[src/rtl/core/gtp_pkg.sv]
// Shared types and constants for the gradient test pattern pixel pipeline.
`timescale 1ns / 1ps

package gtp_pkg;

    // Field widths
    localparam int COORD_W   = 12;
    localparam int DIM_W     = 13;
    localparam int QUO_W     = 4;
    localparam int CFG_IDX_W = 2;

    // Default for the largest usable frame dimension
    localparam int MAX_DIMENSION_DEF = 4096;

    // Register indexes of the configuration port
    localparam logic [CFG_IDX_W-1:0] CFG_FRAME_WIDTH  = 2'd0;
    localparam logic [CFG_IDX_W-1:0] CFG_FRAME_HEIGHT = 2'd1;
    localparam logic [CFG_IDX_W-1:0] CFG_COLOR_MODE   = 2'd2;

    // Color mode codes
    localparam logic MODE_RGB565 = 1'b0;
    localparam logic MODE_RGB888 = 1'b1;

    // Reset values
    localparam logic [DIM_W-1:0] WIDTH_RST  = 13'd800;
    localparam logic [DIM_W-1:0] HEIGHT_RST = 13'd480;

    // Overlay colors
    localparam logic [4:0] RED_FULL   = 5'd31;
    localparam logic [7:0] GREEN_LINE = 8'd63;

    // Input item
    typedef struct packed {
        logic [COORD_W-1:0] pixel_x;
        logic [COORD_W-1:0] pixel_y;
    } t_pix_in;

    // Result item
    typedef struct packed {
        logic [4:0] red;
        logic [7:0] green;
        logic [7:0] blue;
        logic       in_range;
    } t_pix_out;

    // Frame geometry seen by the pipeline (dimensions already saturated)
    typedef struct packed {
        logic [DIM_W-1:0] width;
        logic [DIM_W-1:0] height;
        logic             mode;
    } t_geom;

    // Per-item work carried down the divider stages
    typedef struct packed {
        logic             in_range;
        logic             border;
        logic             col_line;
        logic [DIM_W-1:0] rem_g;
        logic [DIM_W-1:0] rem_b;
        logic [QUO_W-1:0] quo_g;
        logic [QUO_W-1:0] quo_b;
    } t_work;

endpackage

[src/rtl/core/gtp_cfg.sv]
// Configuration registers with dimension saturation.
`timescale 1ns / 1ps

module gtp_cfg #(
    parameter int MAX_DIMENSION = gtp_pkg::MAX_DIMENSION_DEF
) (
    input  logic                           i_clk,
    input  logic                           i_rst_n,
    input  logic                           i_cfg_valid,
    output logic                           o_cfg_ready,
    input  logic [gtp_pkg::CFG_IDX_W-1:0]  i_cfg_index,
    input  logic [gtp_pkg::DIM_W-1:0]      i_cfg_data,
    output gtp_pkg::t_geom                 o_geom
);

    localparam int DIM_TOP = (1 << gtp_pkg::DIM_W) - 1;
    localparam logic [gtp_pkg::DIM_W-1:0] SAT_DIM =
        (MAX_DIMENSION > DIM_TOP) ? gtp_pkg::DIM_W'(DIM_TOP) : gtp_pkg::DIM_W'(MAX_DIMENSION);

    gtp_pkg::t_geom            r_geom;
    logic [gtp_pkg::DIM_W-1:0] n_dim;
    logic                      cfg_wr;

    assign o_cfg_ready = 1'b1;
    assign cfg_wr      = i_cfg_valid & o_cfg_ready;

    // Only the saturated dimension is ever used, so store that
    assign n_dim = (i_cfg_data > SAT_DIM) ? SAT_DIM : i_cfg_data;

    always_ff @(posedge i_clk) begin
        if (!i_rst_n) begin
            r_geom.width  <= gtp_pkg::WIDTH_RST;
            r_geom.height <= gtp_pkg::HEIGHT_RST;
            r_geom.mode   <= gtp_pkg::MODE_RGB565;
        end else if (cfg_wr) begin
            case (i_cfg_index)
                gtp_pkg::CFG_FRAME_WIDTH:  r_geom.width  <= n_dim;
                gtp_pkg::CFG_FRAME_HEIGHT: r_geom.height <= n_dim;
                gtp_pkg::CFG_COLOR_MODE:   r_geom.mode   <= i_cfg_data[0];
                default: ;
            endcase
        end
    end

    assign o_geom = r_geom;

endmodule

[src/rtl/core/gtp_div_step.sv]
// One restoring division step for both ramps, as a registered pipeline stage.
`timescale 1ns / 1ps

module gtp_div_step (
    input  logic                      i_clk,
    input  logic                      i_rst_n,
    input  gtp_pkg::t_geom            i_geom,
    input  logic                      i_valid,
    input  gtp_pkg::t_work            i_work,
    output logic                      o_ready,
    output logic                      o_valid,
    output gtp_pkg::t_work            o_work,
    input  logic                      i_ready_dn
);

    logic                      r_valid;
    gtp_pkg::t_work            r_work;
    gtp_pkg::t_work            n_work;
    logic [gtp_pkg::DIM_W:0]   rem2_g;
    logic [gtp_pkg::DIM_W:0]   rem2_b;
    logic                      bit_g;
    logic                      bit_b;

    // Remainder stays below the divisor, so one compare and subtract per bit
    assign rem2_g = {i_work.rem_g, 1'b0};
    assign rem2_b = {i_work.rem_b, 1'b0};
    assign bit_g  = rem2_g >= {1'b0, i_geom.height};
    assign bit_b  = rem2_b >= {1'b0, i_geom.width};

    always_comb begin
        n_work       = i_work;
        n_work.rem_g = bit_g ? gtp_pkg::DIM_W'(rem2_g - {1'b0, i_geom.height})
                             : rem2_g[gtp_pkg::DIM_W-1:0];
        n_work.rem_b = bit_b ? gtp_pkg::DIM_W'(rem2_b - {1'b0, i_geom.width})
                             : rem2_b[gtp_pkg::DIM_W-1:0];
        n_work.quo_g = {i_work.quo_g[gtp_pkg::QUO_W-2:0], bit_g};
        n_work.quo_b = {i_work.quo_b[gtp_pkg::QUO_W-2:0], bit_b};
    end

    assign o_ready = !r_valid || i_ready_dn;

    // Stage register
    always_ff @(posedge i_clk) begin
        if (!i_rst_n) begin
            r_valid <= 1'b0;
        end else if (o_ready) begin
            r_valid <= i_valid;
        end
    end

    always_ff @(posedge i_clk) begin
        if (o_ready && i_valid) begin
            r_work <= n_work;
        end
    end

    assign o_valid = r_valid;
    assign o_work  = r_work;

endmodule

[src/rtl/core/gtp_shade.sv]
// Final stage: maps the ramp steps and frame flags to a color and holds the result.
`timescale 1ns / 1ps

module gtp_shade (
    input  logic                i_clk,
    input  logic                i_rst_n,
    input  gtp_pkg::t_geom      i_geom,
    input  logic                i_valid,
    input  gtp_pkg::t_work      i_work,
    output logic                o_ready,
    output logic                o_valid,
    output gtp_pkg::t_pix_out   o_pixel,
    input  logic                i_stall
);

    logic                r_valid;
    gtp_pkg::t_pix_out   r_pixel;
    gtp_pkg::t_pix_out   n_pixel;
    logic [2:0]          blue_step;

    // 16 vertical steps; 8 horizontal steps are the top bits of a 16-step quotient
    assign blue_step = i_work.quo_b[gtp_pkg::QUO_W-1:1];

    always_comb begin
        n_pixel = '0;
        if (i_work.in_range) begin
            n_pixel.in_range = 1'b1;
            if (i_geom.mode == gtp_pkg::MODE_RGB888) begin
                n_pixel.green = {i_work.quo_g, 4'b0};
                n_pixel.blue  = {blue_step, 5'b0};
            end else if (i_work.border) begin
                n_pixel.red = gtp_pkg::RED_FULL;
            end else if (i_work.col_line) begin
                n_pixel.green = gtp_pkg::GREEN_LINE;
            end else begin
                n_pixel.green = {2'b0, i_work.quo_g, 2'b0};
                n_pixel.blue  = {3'b0, blue_step, 2'b0};
            end
        end
    end

    assign o_ready = !r_valid || !i_stall;

    // Output register
    always_ff @(posedge i_clk) begin
        if (!i_rst_n) begin
            r_valid <= 1'b0;
        end else if (o_ready) begin
            r_valid <= i_valid;
        end
    end

    always_ff @(posedge i_clk) begin
        if (o_ready && i_valid) begin
            r_pixel <= n_pixel;
        end
    end

    assign o_valid = r_valid;
    assign o_pixel = r_pixel;

endmodule

[src/rtl/core/gradient_test_pattern_pixel.sv]
// Top level of the gradient test pattern pixel generator.
// Usage:
//   Input channel i_valid/o_stall carries one pixel coordinate per item; the
//   output channel o_valid/i_stall returns its color (red, green, blue, in_range).
//   An item moves on an edge where valid is high and stall is low.
//   Configuration: i_cfg_valid/o_cfg_ready with i_cfg_index (0 width, 1 height,
//   2 color mode) and i_cfg_data; o_cfg_ready is always high. Write only while idle.
//   Items pass the entry register, four divider steps and the output register.
//   Throughput: one item per cycle while the receiver does not stall.
//   The two ramp quotients come from a four-step restoring divider, one
//   quotient bit per stage, which sets the depth.
//   Reset (synchronous, active low) empties the pipeline and loads width 800,
//   height 480 and RGB565 mode.
//   When the receiver stalls, the output holds its item; each stage keeps
//   taking items until it is full, then o_stall rises. Nothing is lost or repeated.
`timescale 1ns / 1ps

module gradient_test_pattern_pixel #(
    parameter int MAX_DIMENSION = gtp_pkg::MAX_DIMENSION_DEF
) (
    input  logic                           i_clk,
    input  logic                           i_rst_n,
    input  logic                           i_valid,
    output logic                           o_stall,
    input  gtp_pkg::t_pix_in               i_pixel,
    output logic                           o_valid,
    input  logic                           i_stall,
    output gtp_pkg::t_pix_out              o_pixel,
    input  logic                           i_cfg_valid,
    output logic                           o_cfg_ready,
    input  logic [gtp_pkg::CFG_IDX_W-1:0]  i_cfg_index,
    input  logic [gtp_pkg::DIM_W-1:0]      i_cfg_data
);

    localparam int STEPS = gtp_pkg::QUO_W;

    gtp_pkg::t_geom            geom;
    gtp_pkg::t_work            s_work  [0:STEPS];
    logic                      s_valid [0:STEPS];
    logic                      s_ready [0:STEPS+1];

    logic                      r_valid0;
    gtp_pkg::t_work            r_work0;
    gtp_pkg::t_work            n_work0;
    logic [gtp_pkg::DIM_W-1:0] x_ext;
    logic [gtp_pkg::DIM_W-1:0] y_ext;

    // Configuration registers
    gtp_cfg #(
        .MAX_DIMENSION (MAX_DIMENSION)
    ) u_cfg (
        .i_clk       (i_clk),
        .i_rst_n     (i_rst_n),
        .i_cfg_valid (i_cfg_valid),
        .o_cfg_ready (o_cfg_ready),
        .i_cfg_index (i_cfg_index),
        .i_cfg_data  (i_cfg_data),
        .o_geom      (geom)
    );

    // Entry stage: range check and frame flags
    assign x_ext = {1'b0, i_pixel.pixel_x};
    assign y_ext = {1'b0, i_pixel.pixel_y};

    always_comb begin
        n_work0          = '0;
        n_work0.in_range = (x_ext < geom.width) && (y_ext < geom.height);
        n_work0.border   = (y_ext == '0) || (y_ext == geom.height - 13'd1) ||
                           (x_ext == '0) || (x_ext == geom.width - 13'd1);
        n_work0.col_line = (geom.width >= 13'd2) && (x_ext == geom.width - 13'd2);
        n_work0.rem_g    = y_ext;
        n_work0.rem_b    = x_ext;
    end

    assign s_ready[0] = !r_valid0 || s_ready[1];
    assign o_stall    = !s_ready[0];

    always_ff @(posedge i_clk) begin
        if (!i_rst_n) begin
            r_valid0 <= 1'b0;
        end else if (s_ready[0]) begin
            r_valid0 <= i_valid;
        end
    end

    always_ff @(posedge i_clk) begin
        if (s_ready[0] && i_valid) begin
            r_work0 <= n_work0;
        end
    end

    assign s_valid[0] = r_valid0;
    assign s_work[0]  = r_work0;

    // Divider stages, one quotient bit each
    for (genvar k = 0; k < STEPS; k++) begin : g_step
        gtp_div_step u_step (
            .i_clk      (i_clk),
            .i_rst_n    (i_rst_n),
            .i_geom     (geom),
            .i_valid    (s_valid[k]),
            .i_work     (s_work[k]),
            .o_ready    (s_ready[k+1]),
            .o_valid    (s_valid[k+1]),
            .o_work     (s_work[k+1]),
            .i_ready_dn (s_ready[k+2])
        );
    end

    // Color and output register
    gtp_shade u_shade (
        .i_clk   (i_clk),
        .i_rst_n (i_rst_n),
        .i_geom  (geom),
        .i_valid (s_valid[STEPS]),
        .i_work  (s_work[STEPS]),
        .o_ready (s_ready[STEPS+1]),
        .o_valid (o_valid),
        .o_pixel (o_pixel),
        .i_stall (i_stall)
    );

endmodule
[config.mk]
export PLATFORM = sky130hd
export DESIGN_NAME = gradient_test_pattern_pixel
export DESIGN_NICKNAME = d
export VERILOG_FILES = /design/src/rtl/core/gtp_pkg.sv /design/src/rtl/core/gtp_cfg.sv /design/src/rtl/core/gtp_div_step.sv /design/src/rtl/core/gtp_shade.sv /design/src/rtl/core/gradient_test_pattern_pixel.sv
export SDC_FILE = /design/constraint.sdc
export NUM_CORES = 1
export LEC_CHECK = 0
export ABC_AREA = 1
export BUFFER_PORTS_ARGS = -buffer_cell sky130_fd_sc_hd__buf_2
export CAP_MARGIN = 20
export CORE_UTILIZATION = 43
export DETAILED_ROUTE_END_ITERATION = 10
export GPL_ROUTABILITY_DRIVEN = 1
export GPL_TIMING_DRIVEN = 1
export PLACE_DENSITY = 0.66
export REMOVE_ABC_BUFFERS = 1
export SYNTH_ARGS = -nofsm -noshare
export SYNTH_HDL_FRONTEND = slang
export SYNTH_SLANG_ARGS = --single-unit
export TNS_END_PERCENT = 20
[constraint.sdc]
create_clock -name i_clk -period 3.7 [get_ports i_clk]
set_input_delay 0.37 -clock i_clk [delete_from_list [all_inputs] [get_ports i_clk]]
set_output_delay 0.37 -clock i_clk [all_outputs]
set_load 0.005 [all_outputs]
== Word-level counts from Yosys, hierarchy flattened ==
Index checks and enable logic that the tools add are counted.
Storage, ports and cells
  bits in registers: 192
  input bits: 44
Cells by class
  $add $sub $neg: 9
  $lt $le $gt $ge: 12
  reduce and logical (&&, ||, !) cells: 34
  mux-type cells: 13
  bitwise operators: 1
  equality and inequality tests: 5
Operator list (number)
  $mux W13: 7
  $ge A14 B13 Y1: 6
  $sub A13 B13 Y13: 6
  $eq A12 B13 Y1: 3
  $ge A13 B13 Y1: 2
  $logic_not A13 Y1: 2
  $lt A12 B13 Y1: 2
  $sub A13 B1 Y13 const B: 2
  $mux W16: 1
  $mux W14: 1
  $ge A13 B2 Y1 const B: 1
  $gt A13 B13 Y1 const B: 1
  $sub A13 B2 Y13 const B: 1
  $mux W5: 2
  $logic_or A1 B1 Y1: 9
  $logic_and A1 B1 Y1: 8
  $logic_not A1 Y1: 8
  $mux W6: 1
  $reduce_and A2 Y1: 3
  $reduce_or A4 Y1: 1
  $reduce_or A3 Y1: 1
  $eq A2 B1 Y1 const B: 1
  $eq A2 B2 Y1 const B: 1
  $logic_not A2 Y1: 1
  3 further kinds: 3

== Depth between registers and ports, before layout ==
Gate-level depths: netlist (run 1).
  depth in word-level cells: 8
  mapped depth: 13

== Cells and area by module ==
Synthesis (run 1) repeated with hierarchy kept, for this count alone.
Unflattened totals
  cells, all modules: 2443
  area total of the unflattened synthesis: 18111.1 µm²
Modules (own cells, without submodules)
  gtp_div_step: cells an instance 468, area each 3420.8 µm², sequential area each 1131.1 µm², times used 4
  gradient_test_pattern_pixel: cells an instance 381, area each 2707.6 µm², sequential area each 830.8 µm², times used 1
  gtp_cfg: cells an instance 126, area each 1019.7 µm², sequential area each 540.5 µm², times used 1
  gtp_shade: cells an instance 64, area each 700.7 µm², sequential area each 470.5 µm², times used 1

== Worst setup path after synthesis (run 1) ==
OpenSTA, ideal clock, no wires.
  kind: input -> register
  start point: input port i_stall
  end point: register g_step[1].u_step.r_work (netlist bit g_step[1].u_step.o_work[0]) (enable)
  arrival: 2.098 ns
  setup time: 0.424 ns
  setup slack: 1.179 ns
  stages on the path: 7
  path through: nand2_1 nor2_1 inv_1 nor2_1 inv_1 nor2_1 nor2_1
On the way
  longest elaborated chain between the ends: 6
Ends and longest elaborated chain
  from (decl): line gradient_test_pattern_pixel.sv:27  | input logic i_stall,
  $logic_not A1 Y1: line gtp_shade.sv:42  | assign o_ready = !r_valid || !i_stall;
  $logic_or A1 B1 Y1: line gtp_shade.sv:42
  $logic_or A1 B1 Y1 (3 in series): line gtp_div_step.sv:40  | assign o_ready = !r_valid || i_ready_dn;
  $logic_and A1 B1 Y1: line gtp_div_step.sv:52  | if (o_ready && i_valid) begin
  to (signal assigned): line gtp_div_step.sv:53  | r_work <= n_work;
  to (decl): line gtp_div_step.sv:17  | gtp_pkg::t_work r_work;
Every way passes these cells.
A chain may end at the register's enable or synchronous reset.

==> results of run 1 <==
[cells in the final DEF, fill, tap and decap left out, types with 5 or more instances in the layout]
cell type and instances:
nand2_1 273, o21ai_2 10, a21oi_1 119, nand3b_1 5, nor2_2 9, edfxtp_1 138
fa_1 5, xnor2_1 31, o21bai_1 7, clkbuf_16 17, a21o_1 9, o221ai_1 5
o21ai_1 29, buf_4 7, ha_1 117, o21ai_0 51, nand4_1 17, inv_1 134
nand2_2 14, nand3_2 6, nor3_1 11, nor4_1 6, inv_2 6, nor2_1 143
a31oi_1 7, nand3_1 80, inv_6 5, xor2_1 32, nand3_4 6, dfxtp_1 33
buf_2 65, a21oi_2 14
[metrics by stage]
step / area, sq um / utilization, % / worst slack, ps
after floorplan: 11710 / - / 1179
after global placement: 12560 / 46.35 / 1118
after detailed placement: 12570 / 46.38 / 1044
after CTS: 13150 / 48.51 / 1025
after global routing: 13160 / 48.56 / 767.7
final: 13160 / 48.56 / 1017
[state kept, by name, summed over array words and instances, names as in the netlist]
register	count
u_cfg.o_geom	27
g_step.u_step.o_valid	4
r_work0	27
u_shade.o_pixel	15
g_step.u_step.o_work	96
r_valid0	1
u_shade.o_valid	1
[layer usage]
layer / vias to the layer above / global-route usage [%]
met5: - / 0
li1: 4903 / -
met2: 295 / 32.00
met3: 45 / 3.203
met4: 0 / 8.458
met1: 4460 / 30.54
[worst register-to-register path: stages, from the launching register on]
cell and delay (ps):
dfxtp_1 490, inv_1 230, ha_1 390, a21oi_1 210
o21ai_0 130, a21oi_1 230, nand3_4 380, nor2_1 320
a31oi_4 50
[worst max path at each step]
stage                                start                     endpoint  slack [ps]  depth (start not counted)
after floorplan                    i_stall   g_step[1].u_step.o_work[0]        1180                          7
after global placement    u_cfg.o_geom[20]  g_step[0].u_step.o_work[18]        1120                          8
after detailed placement  u_cfg.o_geom[20]  g_step[0].u_step.o_work[18]        1040                          8
after CTS                 u_cfg.o_geom[20]  g_step[0].u_step.o_work[18]        1020                          8
after global routing      u_cfg.o_geom[20]  g_step[0].u_step.o_work[18]         770                          8
final                     u_cfg.o_geom[20]  g_step[0].u_step.o_work[18]        1020                          8
[power breakdown]
group          leakage, uW  internal [uW]  switching, uW  total [uW]
registers          0.00156           2230           78.7        2310
clock network     0.000279            965            813        1780
logic              0.00376            504            846        1350
[cell families after synthesis]
kind of cell	count (synthesis)	synth area share, %
and+or+nand+nor	583	21.80
AOI/OAI and AO/OA	273	13.71
DFF	171	40.29
buffers and inverters	169	6.390
adders and majority gates	122	13.12
xor gates and xnor gates	63	4.627
other	2	0.06298
[area by class of cell]
class | count | area (sq um)
tap | 372 | 465.4
multi-input combinational | 1044 | 6377
clock inverter | 13 | 133.9
sequential | 171 | 4805
fill | 2552 | 13940
timing repair buffer | 73 | 392.9
clock buffer | 19 | 442.9
inverter | 143 | 544.3
==> reports/metrics.yaml, run 1 <==
cpMostUsedCell: "a21oi_1"
drtPass1Iterations: 5
htree_num_levels: 4
grt_usage_pct: 21.24
synth_ff_type: "edfxtp_1"
relSlewSlack_pct: 56.74
initial_core_util_pct: 44.00
maxCapViolCount: 0
path_buf_inv: 1
ant_nets: 0
top_layer_used: "met4"
drc: 0
synth_commonest_cells: "nand2_1, nor2_1, edfxtp_1"
r2r_start: "u_cfg.o_geom[20]"
synthTopCellsByArea: "edfxtp_1, ha_1, nand2_1"
syn_area_sq_um: 11930
hold_class: "in2reg"
power_density_nw_per_um2: 413.1
hp-start: "i_pixel[12]"
slowest_delay_ps: 490
power_uw: 5437
ff2ff_path_depth: 8
ys_seq_area_share_pct: 40.29
cp.required_ps: 3880
fin_crit_sh_pct: 72.52
ir_drop_v: 0.0002518
routabilityCongestion: 0.9069
synth_cell_type_count: 51
clk_pin_slew_ps: 80
cts_buffer_depth: 2
grt_max_degree: 34
yosysMostFrequentCell: "nand2_1"
drive_gt1_share_pct: 12.65
setup_tns_ps: 0
timing.fmax_ghz: 0.3727
fin_hold_ws_ps: 137.2
viasPerCell: 5.288
fin_cells: 1835
nNetsFinal: 1616
grt_overflow_total: 0
drt_wl_total_um: 29080
finClkSkew_ps: 14.86
antenna_found_initial: 0
crit_path_end_kind: "flip-flop"
pin_count: 69
synthDominantCellAreaShare_pct: 34.75
rsz0062_at_grt: "no"
synth_seq_cells: 171
crit_chain: "inv_1 > ha_1 > a21oi_1 > o21ai_0 > a21oi_1 > nand3_4 > nor2_1 > a31oi_4"
num_vias: 9703
synth_cells: 1383
cts_buffers: 17
die_area_sq_um: 28400
cp_top_family: "simple AND/OR/NAND/NOR gates"
path_max_fanout: 26
holdPathStages: 1
cts_tree: "built"
crit_slowest_cell: "dfxtp_1"
async_flop_share_pct: 0
grt_pass1_wl_um: 47070
die_w_um: 168.5
critPathLaunchType: "flip-flop"
rrSetupSlack_ps: 1020
cts-root-buf: "clkbuf_16"
area_growth_pct: 10.37
num_antenna_cells: 0
cp.arrival_ps: 2860
holdPathEnd: "r_work0[8]"
cts_resized: 0
wl_met3_um: 1692
cts.sink_count: 171
fin_crit_ps: 2683
cts_hold_buf: 0
finalMaxSlewViolations: 0
critPathKind: "reg2reg"
wl_met2_um: 12430
avgRoutedWirePerCell_um: 15.85
setup_violations: 0
synth_top_area_cell: "edfxtp_1"
drtIter0Drc: 731
synth_edf_count: 138
post_cts_buffers: 0
ys_warn_count: 0
die-height_um: 168.5
r2r-end: "g_step[0].u_step.o_work[18]"
rows: 60
tightestPinTransition_ps: 648.0
port_buffers: 65
status: "finished clean"
hold_viol: 0
core_sq_um: 27100
grt_pass1_vias: 9100
avgSynthCellArea_sq_um: 8.623
clk_latency_ps: 440
dp.final_hpwl_um: 22360
power.leakage_uw: 0.005598
dp_cells: 1802
wl_met1_um: 14220
Note: power is estimated with default switching activity, not from simulation.
==> run 2, diff against run 1 <==
Settings changed: ABC_AREA 1 to 0.
Clock period 3.7 ns to 2.6 ns, I/O delays scaled along.
==> reports/metrics.yaml, run 2 <==
cts.sink_count: 171
cp.arrival_ps: 2950
critPathLaunchType: "flip-flop"
crit_chain: "ha_4 > nor2b_4 > o31a_1 > o21ai_2 > o21ai_2 > a311o_1 > a211oi_4 > buf_6 > mux2_4"
violations: "DRC, setup timing"
synthTopCellsByArea: "edfxtp_1, ha_1, dfxtp_1"
pwr-share-seq_pct: 41.4
power_density_nw_per_um2: 535.3
setup_violations: 21
synth_commonest_cells: "edfxtp_1, ha_1, nor2_1"
hold_viol: 0
maxCapViolCount: 0
drtPass1Iterations: 7
grt_pass1_vias: 9039
fin_ws_ps: -170.9
slowest_delay_ps: 440
setup_tns_ps: -2139
tightestPinTransition_ps: 776.9
drive_gt1_share_pct: 29.45
cts_buffer_depth: 2
synthMuxAreaShare_pct: 5.164
yosysMostFrequentCell: "edfxtp_1"
num_antenna_cells: 0
cts_buffers: 17
synth_xor_area_share_pct: 5.305
synth_ff_type: "edfxtp_1"
fin_crit_sh_pct: 106.6
final_common_cell: "buf_4"
clk_latency_ps: 440
fin_crit_ps: 2771
num_vias: 9348
drtIter0Drc: 532
critPathKind: "reg2reg"
viasPerCell: 5.499
power.leakage_uw: 0.005826
ys_seq_area_share_pct: 41.57
ys_warn_count: 0
rsz0062_at_grt: "yes"
grt_pass1_wl_um: 46020
die-height_um: 165.9
grt_overflow_total: 0
timing.fmax_ghz: 0.3609
crit_slowest_cell: "edfxtp_1"
syn_area_sq_um: 11560
synthDominantCellAreaShare_pct: 35.86
yosys.area_share.simple_pct: 15.06
layout_common_cells: "buf_4, edfxtp_1, ha_1"
initial_core_util_pct: 44.10
synth_seq_cells: 171
die_area_sq_um: 27540
relSlewSlack_pct: 48.10
grt_max_degree: 34
synth_edf_count: 138
cpMostUsedCell: "o21ai_2"
rows: 59
synth_cell_type_count: 76
synth_compound_area_share_pct: 16.23
synth_top_area_cell: "edfxtp_1"
finClkSkew_ps: 15.20
drc: 5
nNetsFinal: 1518
avgRoutedWirePerCell_um: 16.77
area_growth_pct: 25.56
p_clk_share_pct: 33.5
cp.required_ps: 2780
pin_count: 69
synth_cells: 1114
dp.final_hpwl_um: 22110
path_max_fanout: 6
status: "finished, violations left"
crit_path_end_kind: "flip-flop"
ir_drop_v: 0.0003098
port_buffers: 65
cts-root-buf: "clkbuf_16"
nFillCells: 2213
power.switching_uw: 2185
async_flop_share_pct: 0
hold_class: "in2reg"
antenna_found_initial: 0
largest_register_ffs: 96
p_comb_share_pct: 25.1
intPower_uw: 5582
routabilityCongestion: 0.9141
synth_top_family_by_area: "compound AO/OA/AOI/OAI gates"
swShare_pct: 28.13
synthAdderAreaFrac_pct: 13.53
clk_pin_slew_ps: 80
htree_num_levels: 4
grt_usage_pct: 21.04
ant_nets: 0
avgSynthCellArea_sq_um: 10.37
core_sq_um: 26210
drt_wl_total_um: 28500
die_w_um: 165.9
finalMaxSlewViolations: 0
final_util_pct: 55.37
cts_tree: "built"
## run 2: kinds of logic after synthesis
family | after synthesis
and+or+nand+nor | 340
adders and majority gates | 122
xor gates and xnor gates | 70
muxes | 54
AOI/OAI and AO/OA | 278
other | 2
DFF | 171
buffers and inverters | 77
## run 2: worst max-delay path: cells and delay by family, from the launching register on
kind,cells,cell delay (ps)
AOI/OAI and AO/OA,5,1220
adders and majority gates,1,250
buffers and inverters,1,180
DFF,1,440
muxes,1,300
and+or+nand+nor,1,130
## run 2: cell type report
| class | count | area, sq um | share of cell area (%) |
|---|---|---|---|
| flip-flops and latches | 171 | 4812 | 33.16 |
| clock buffers | 18 | 429.2 | 2.957 |
| multi-input cells | 867 | 6754 | 46.54 |
| clock inverters | 14 | 158.9 | 1.095 |
| well taps | 335 | 419.2 | 2.888 |
| repair buffers | 250 | 1769 | 12.19 |
| inverters | 45 | 168.9 | 1.164 |
## run 2: metrics by stage
step                      power [uW]  cells  hold WS (ps)  setup slack, ps  cell area (sq um)
final                           7768   1700         41.01           -170.9              14510
after detailed placement        5058   1662         405.4           -262.3              13530
after global routing            8111   1700         43.15           -263.6              14510
after CTS                       7729   1700         33.96           -189.9              14340
after floorplan                 4404   1083         348.9            -1194              11370
after global placement          5018   1662         403.0           -201.5              13530
## run 2: power by group through the flow
| stage | sequential, uW | combinational (uW) | clock [uW] |
|---|---|---|---|
| after floorplan | 3260 | 1140 | 0 |
| after global placement | 3270 | 1750 | 0 |
| after detailed placement | 3270 | 1790 | 0 |
| after CTS | 3210 | 1890 | 2630 |
| after global routing | 3230 | 2150 | 2730 |
| final | 3220 | 1950 | 2600 |
## run 2: what timing repair did
item | 4_1_cts | 5_1_grt
endpoints found under the setup margin | 60 | 66
buffers inserted | 5 | 2
cloned | 1 | 0
resized for setup | 42 | 46
hold buffers | 0 | 0
pin swaps | 9 | 8
## run 2: layer usage
| layer | up-vias | global-route usage [%] | part of all wire [%] |
|---|---|---|---|
| met5 | - | 0 | 0 |
| met4 | 0 | 6.014 | 1.7 |
| met3 | 28 | 2.788 | 4.3 |
| met2 | 252 | 34.75 | 46 |
| met1 | 4425 | 28.82 | 48 |
| li1 | 4643 | - | - |
## run 2: final timing paths
check / endpoint / slack, ps / cells past startpoint / from
setup reg to reg: g_step[1].u_step.o_work[10] / -170 / 9 / g_step[0].u_step.o_work[9]
hold / removal: r_work0[8] / 40 / 1 / i_pixel[12]
setup / recovery: g_step[1].u_step.o_work[10] / -170 / 9 / g_step[0].u_step.o_work[9]
hold reg to reg: g_step[2].u_step.o_work[6] / 420 / 0 / g_step[1].u_step.o_work[5]
==> run 3, diff against run 2 <==
Settings changed: CTS_BUF_LIST set to sky130_fd_sc_hd__clkbuf_2 sky130_fd_sc_hd__clkbuf_4 sky130_fd_sc_hd__clkbuf_8.
==> reports/metrics.yaml, run 3 (synthesis gave the netlist of run 2 again) <==
status: "finished, violations left"
violations: "DRC, setup timing"
critPathLaunchType: "flip-flop"
setup_violations: 28
cts_buffer_depth: 2
rrSetupSlack_ps: -150
drt_wl_total_um: 28520
relSlewSlack_pct: 48.42
area_growth_pct: 24.82
grt_pass1_vias: 8990
drtPass1Iterations: 8
slowest_delay_ps: 450
hold_viol: 0
nNetsFinal: 1523
power_density_nw_per_um2: 495.8
crit_slowest_cell: "edfxtp_1"
final_common_cell: "buf_4"
timing.fmax_ghz: 0.3639
dp.final_hpwl_um: 22110
holdPathStages: 1
rows: 59
drc: 5
power_uw: 7153
drtIter0Drc: 521
holdPathEnd: "r_work0[21]"
avgRoutedWirePerCell_um: 16.73
die-height_um: 165.9
finalMaxSlewViolations: 0
drive_gt1_share_pct: 30.15
fin_crit_sh_pct: 105.7
cp_top_family: "compound AO/OA/AOI/OAI gates"
cts_buffers: 17
largest_register_ffs: 96
tightestPinTransition_ps: 772.2
cts-root-buf: "clkbuf_8"
dpl-instance-area_sq_um: 13530
rsz0062_at_grt: "yes"
viasPerCell: 5.488
fin_ws_ps: -148.2
core_sq_um: 26210
crit_chain: "ha_4 > nor2b_4 > o31a_1 > o21ai_2 > o21ai_2 > a311o_1 > a211oi_4 > buf_6 > mux2_4"
port_buffers: 65
cts.sink_count: 171
die_area_sq_um: 27540
startpoint: "g_step[0].u_step.o_work[9]"
htree_num_levels: 4
num_antenna_cells: 0
r2r-end: "g_step[1].u_step.o_work[12]"
grt_usage_pct: 20.99
clk_pin_slew_ps: 100
fin_area_sq_um: 14430
cpMostUsedCell: "o21ai_2"
r2r_start: "g_step[0].u_step.o_work[9]"
antenna_found_initial: 0
layout_common_cells: "buf_4, edfxtp_1, ha_1"
maxCapViolCount: 0
routabilityCongestion: 0.9141
hp-start: "i_pixel[0]"
critPathKind: "reg2reg"
grt_max_degree: 34
die_w_um: 165.9
cts_tree: "built"
nFillCells: 2226
fin_crit_ps: 2748
grt_pass1_wl_um: 45880
finClkSkew_ps: 18.27
clk_latency_ps: 470
ff2ff_path_depth: 9
hold_class: "in2reg"
crit_path_end_kind: "flip-flop"
num_vias: 9357
ant_nets: 0
pin_count: 69
path_max_fanout: 6
grt_overflow_total: 0
path_buf_inv: 1
cp.arrival_ps: 2970
initial_core_util_pct: 44.10
cp.required_ps: 2820
ir_drop_v: 0.0003274
power.leakage_uw: 0.005771
[run 3: what timing repair did]
| item | CTS | global route |
|---|---|---|
| gates cloned | 1 | 1 |
| gates resized for setup | 43 | 58 |
| endpoints found under the hold margin | 2 | 0 |
| buffers inserted | 6 | 4 |
| endpoints found under the setup margin | 61 | 66 |
| hold buffers | 2 | 0 |
| pin swaps | 9 | 16 |
[run 3: worst reg2reg max path, stage by stage, from the launching register on]
cell      delay (ps)
edfxtp_1         450
ha_4             280
nor2b_4          130
o31a_1           320
o21ai_2          180
o21ai_2          100
a311o_1          310
a211oi_4         260
buf_6            190
mux2_4           310
[run 3: layout make-up]
class                   count  area (sq um)  area share (%)
multi-input cells         867          6773           46.95
flip-flops and latches    171          4818           33.40
repair buffers            255          1844           12.78
well taps                 335         419.2           2.905
clock buffers              18         241.5           1.674
inverters                  45         171.4           1.188
clock inverters            14         158.9           1.101
[run 3: where the power goes]
part | total, uW | switching, uW | internal [uW]
combinational | 1980 | 955 | 1020
clock | 1960 | 1070 | 885
sequential | 3220 | 75.6 | 3140
total | 7150 | 2100 | 5050
[run 3: stage by stage]
| step | hold WS [ps] | TNS (ps) | cells | setup WS (ps) | util (%) |
|---|---|---|---|---|---|
| 2_1_floorplan | 348.9 | -65030 | 1083 | -1194 | - |
| 3_3_place_gp | 403.0 | -5448 | 1662 | -201.5 | 51.62 |
| 3_5_place_dp | 405.4 | -7772 | 1662 | -262.3 | 51.62 |
| 4_1_cts | 0.7990 | -3224 | 1703 | -178.0 | 54.14 |
| 5_1_grt | 8.520 | -5863 | 1705 | -199.8 | 55.05 |
| 6_report | 27.39 | -2754 | 1705 | -148.2 | 55.05 |
[run 3: worst max-delay path by stage]
stage | to | cells after the start
final | g_step[1].u_step.o_work[12] | 9
after global routing | g_step[1].u_step.o_work[12] | 9
after CTS | g_step[1].u_step.o_work[12] | 10
after detailed placement | g_step[1].u_step.o_work[12] | 9
after global placement | g_step[1].u_step.o_work[10] | 9
after floorplan | g_step[2].u_step.o_work[25] | 8
[run 3: per-layer routing]
layer  global-route usage [%]  wire length (um)  up-vias
met4                    6.583               538        0
met3                    2.645              1193       36
met5                        0                 0        -
met1                    28.68             13520     4438
li1                         -                 -     4649
met2                    34.58             13270      234
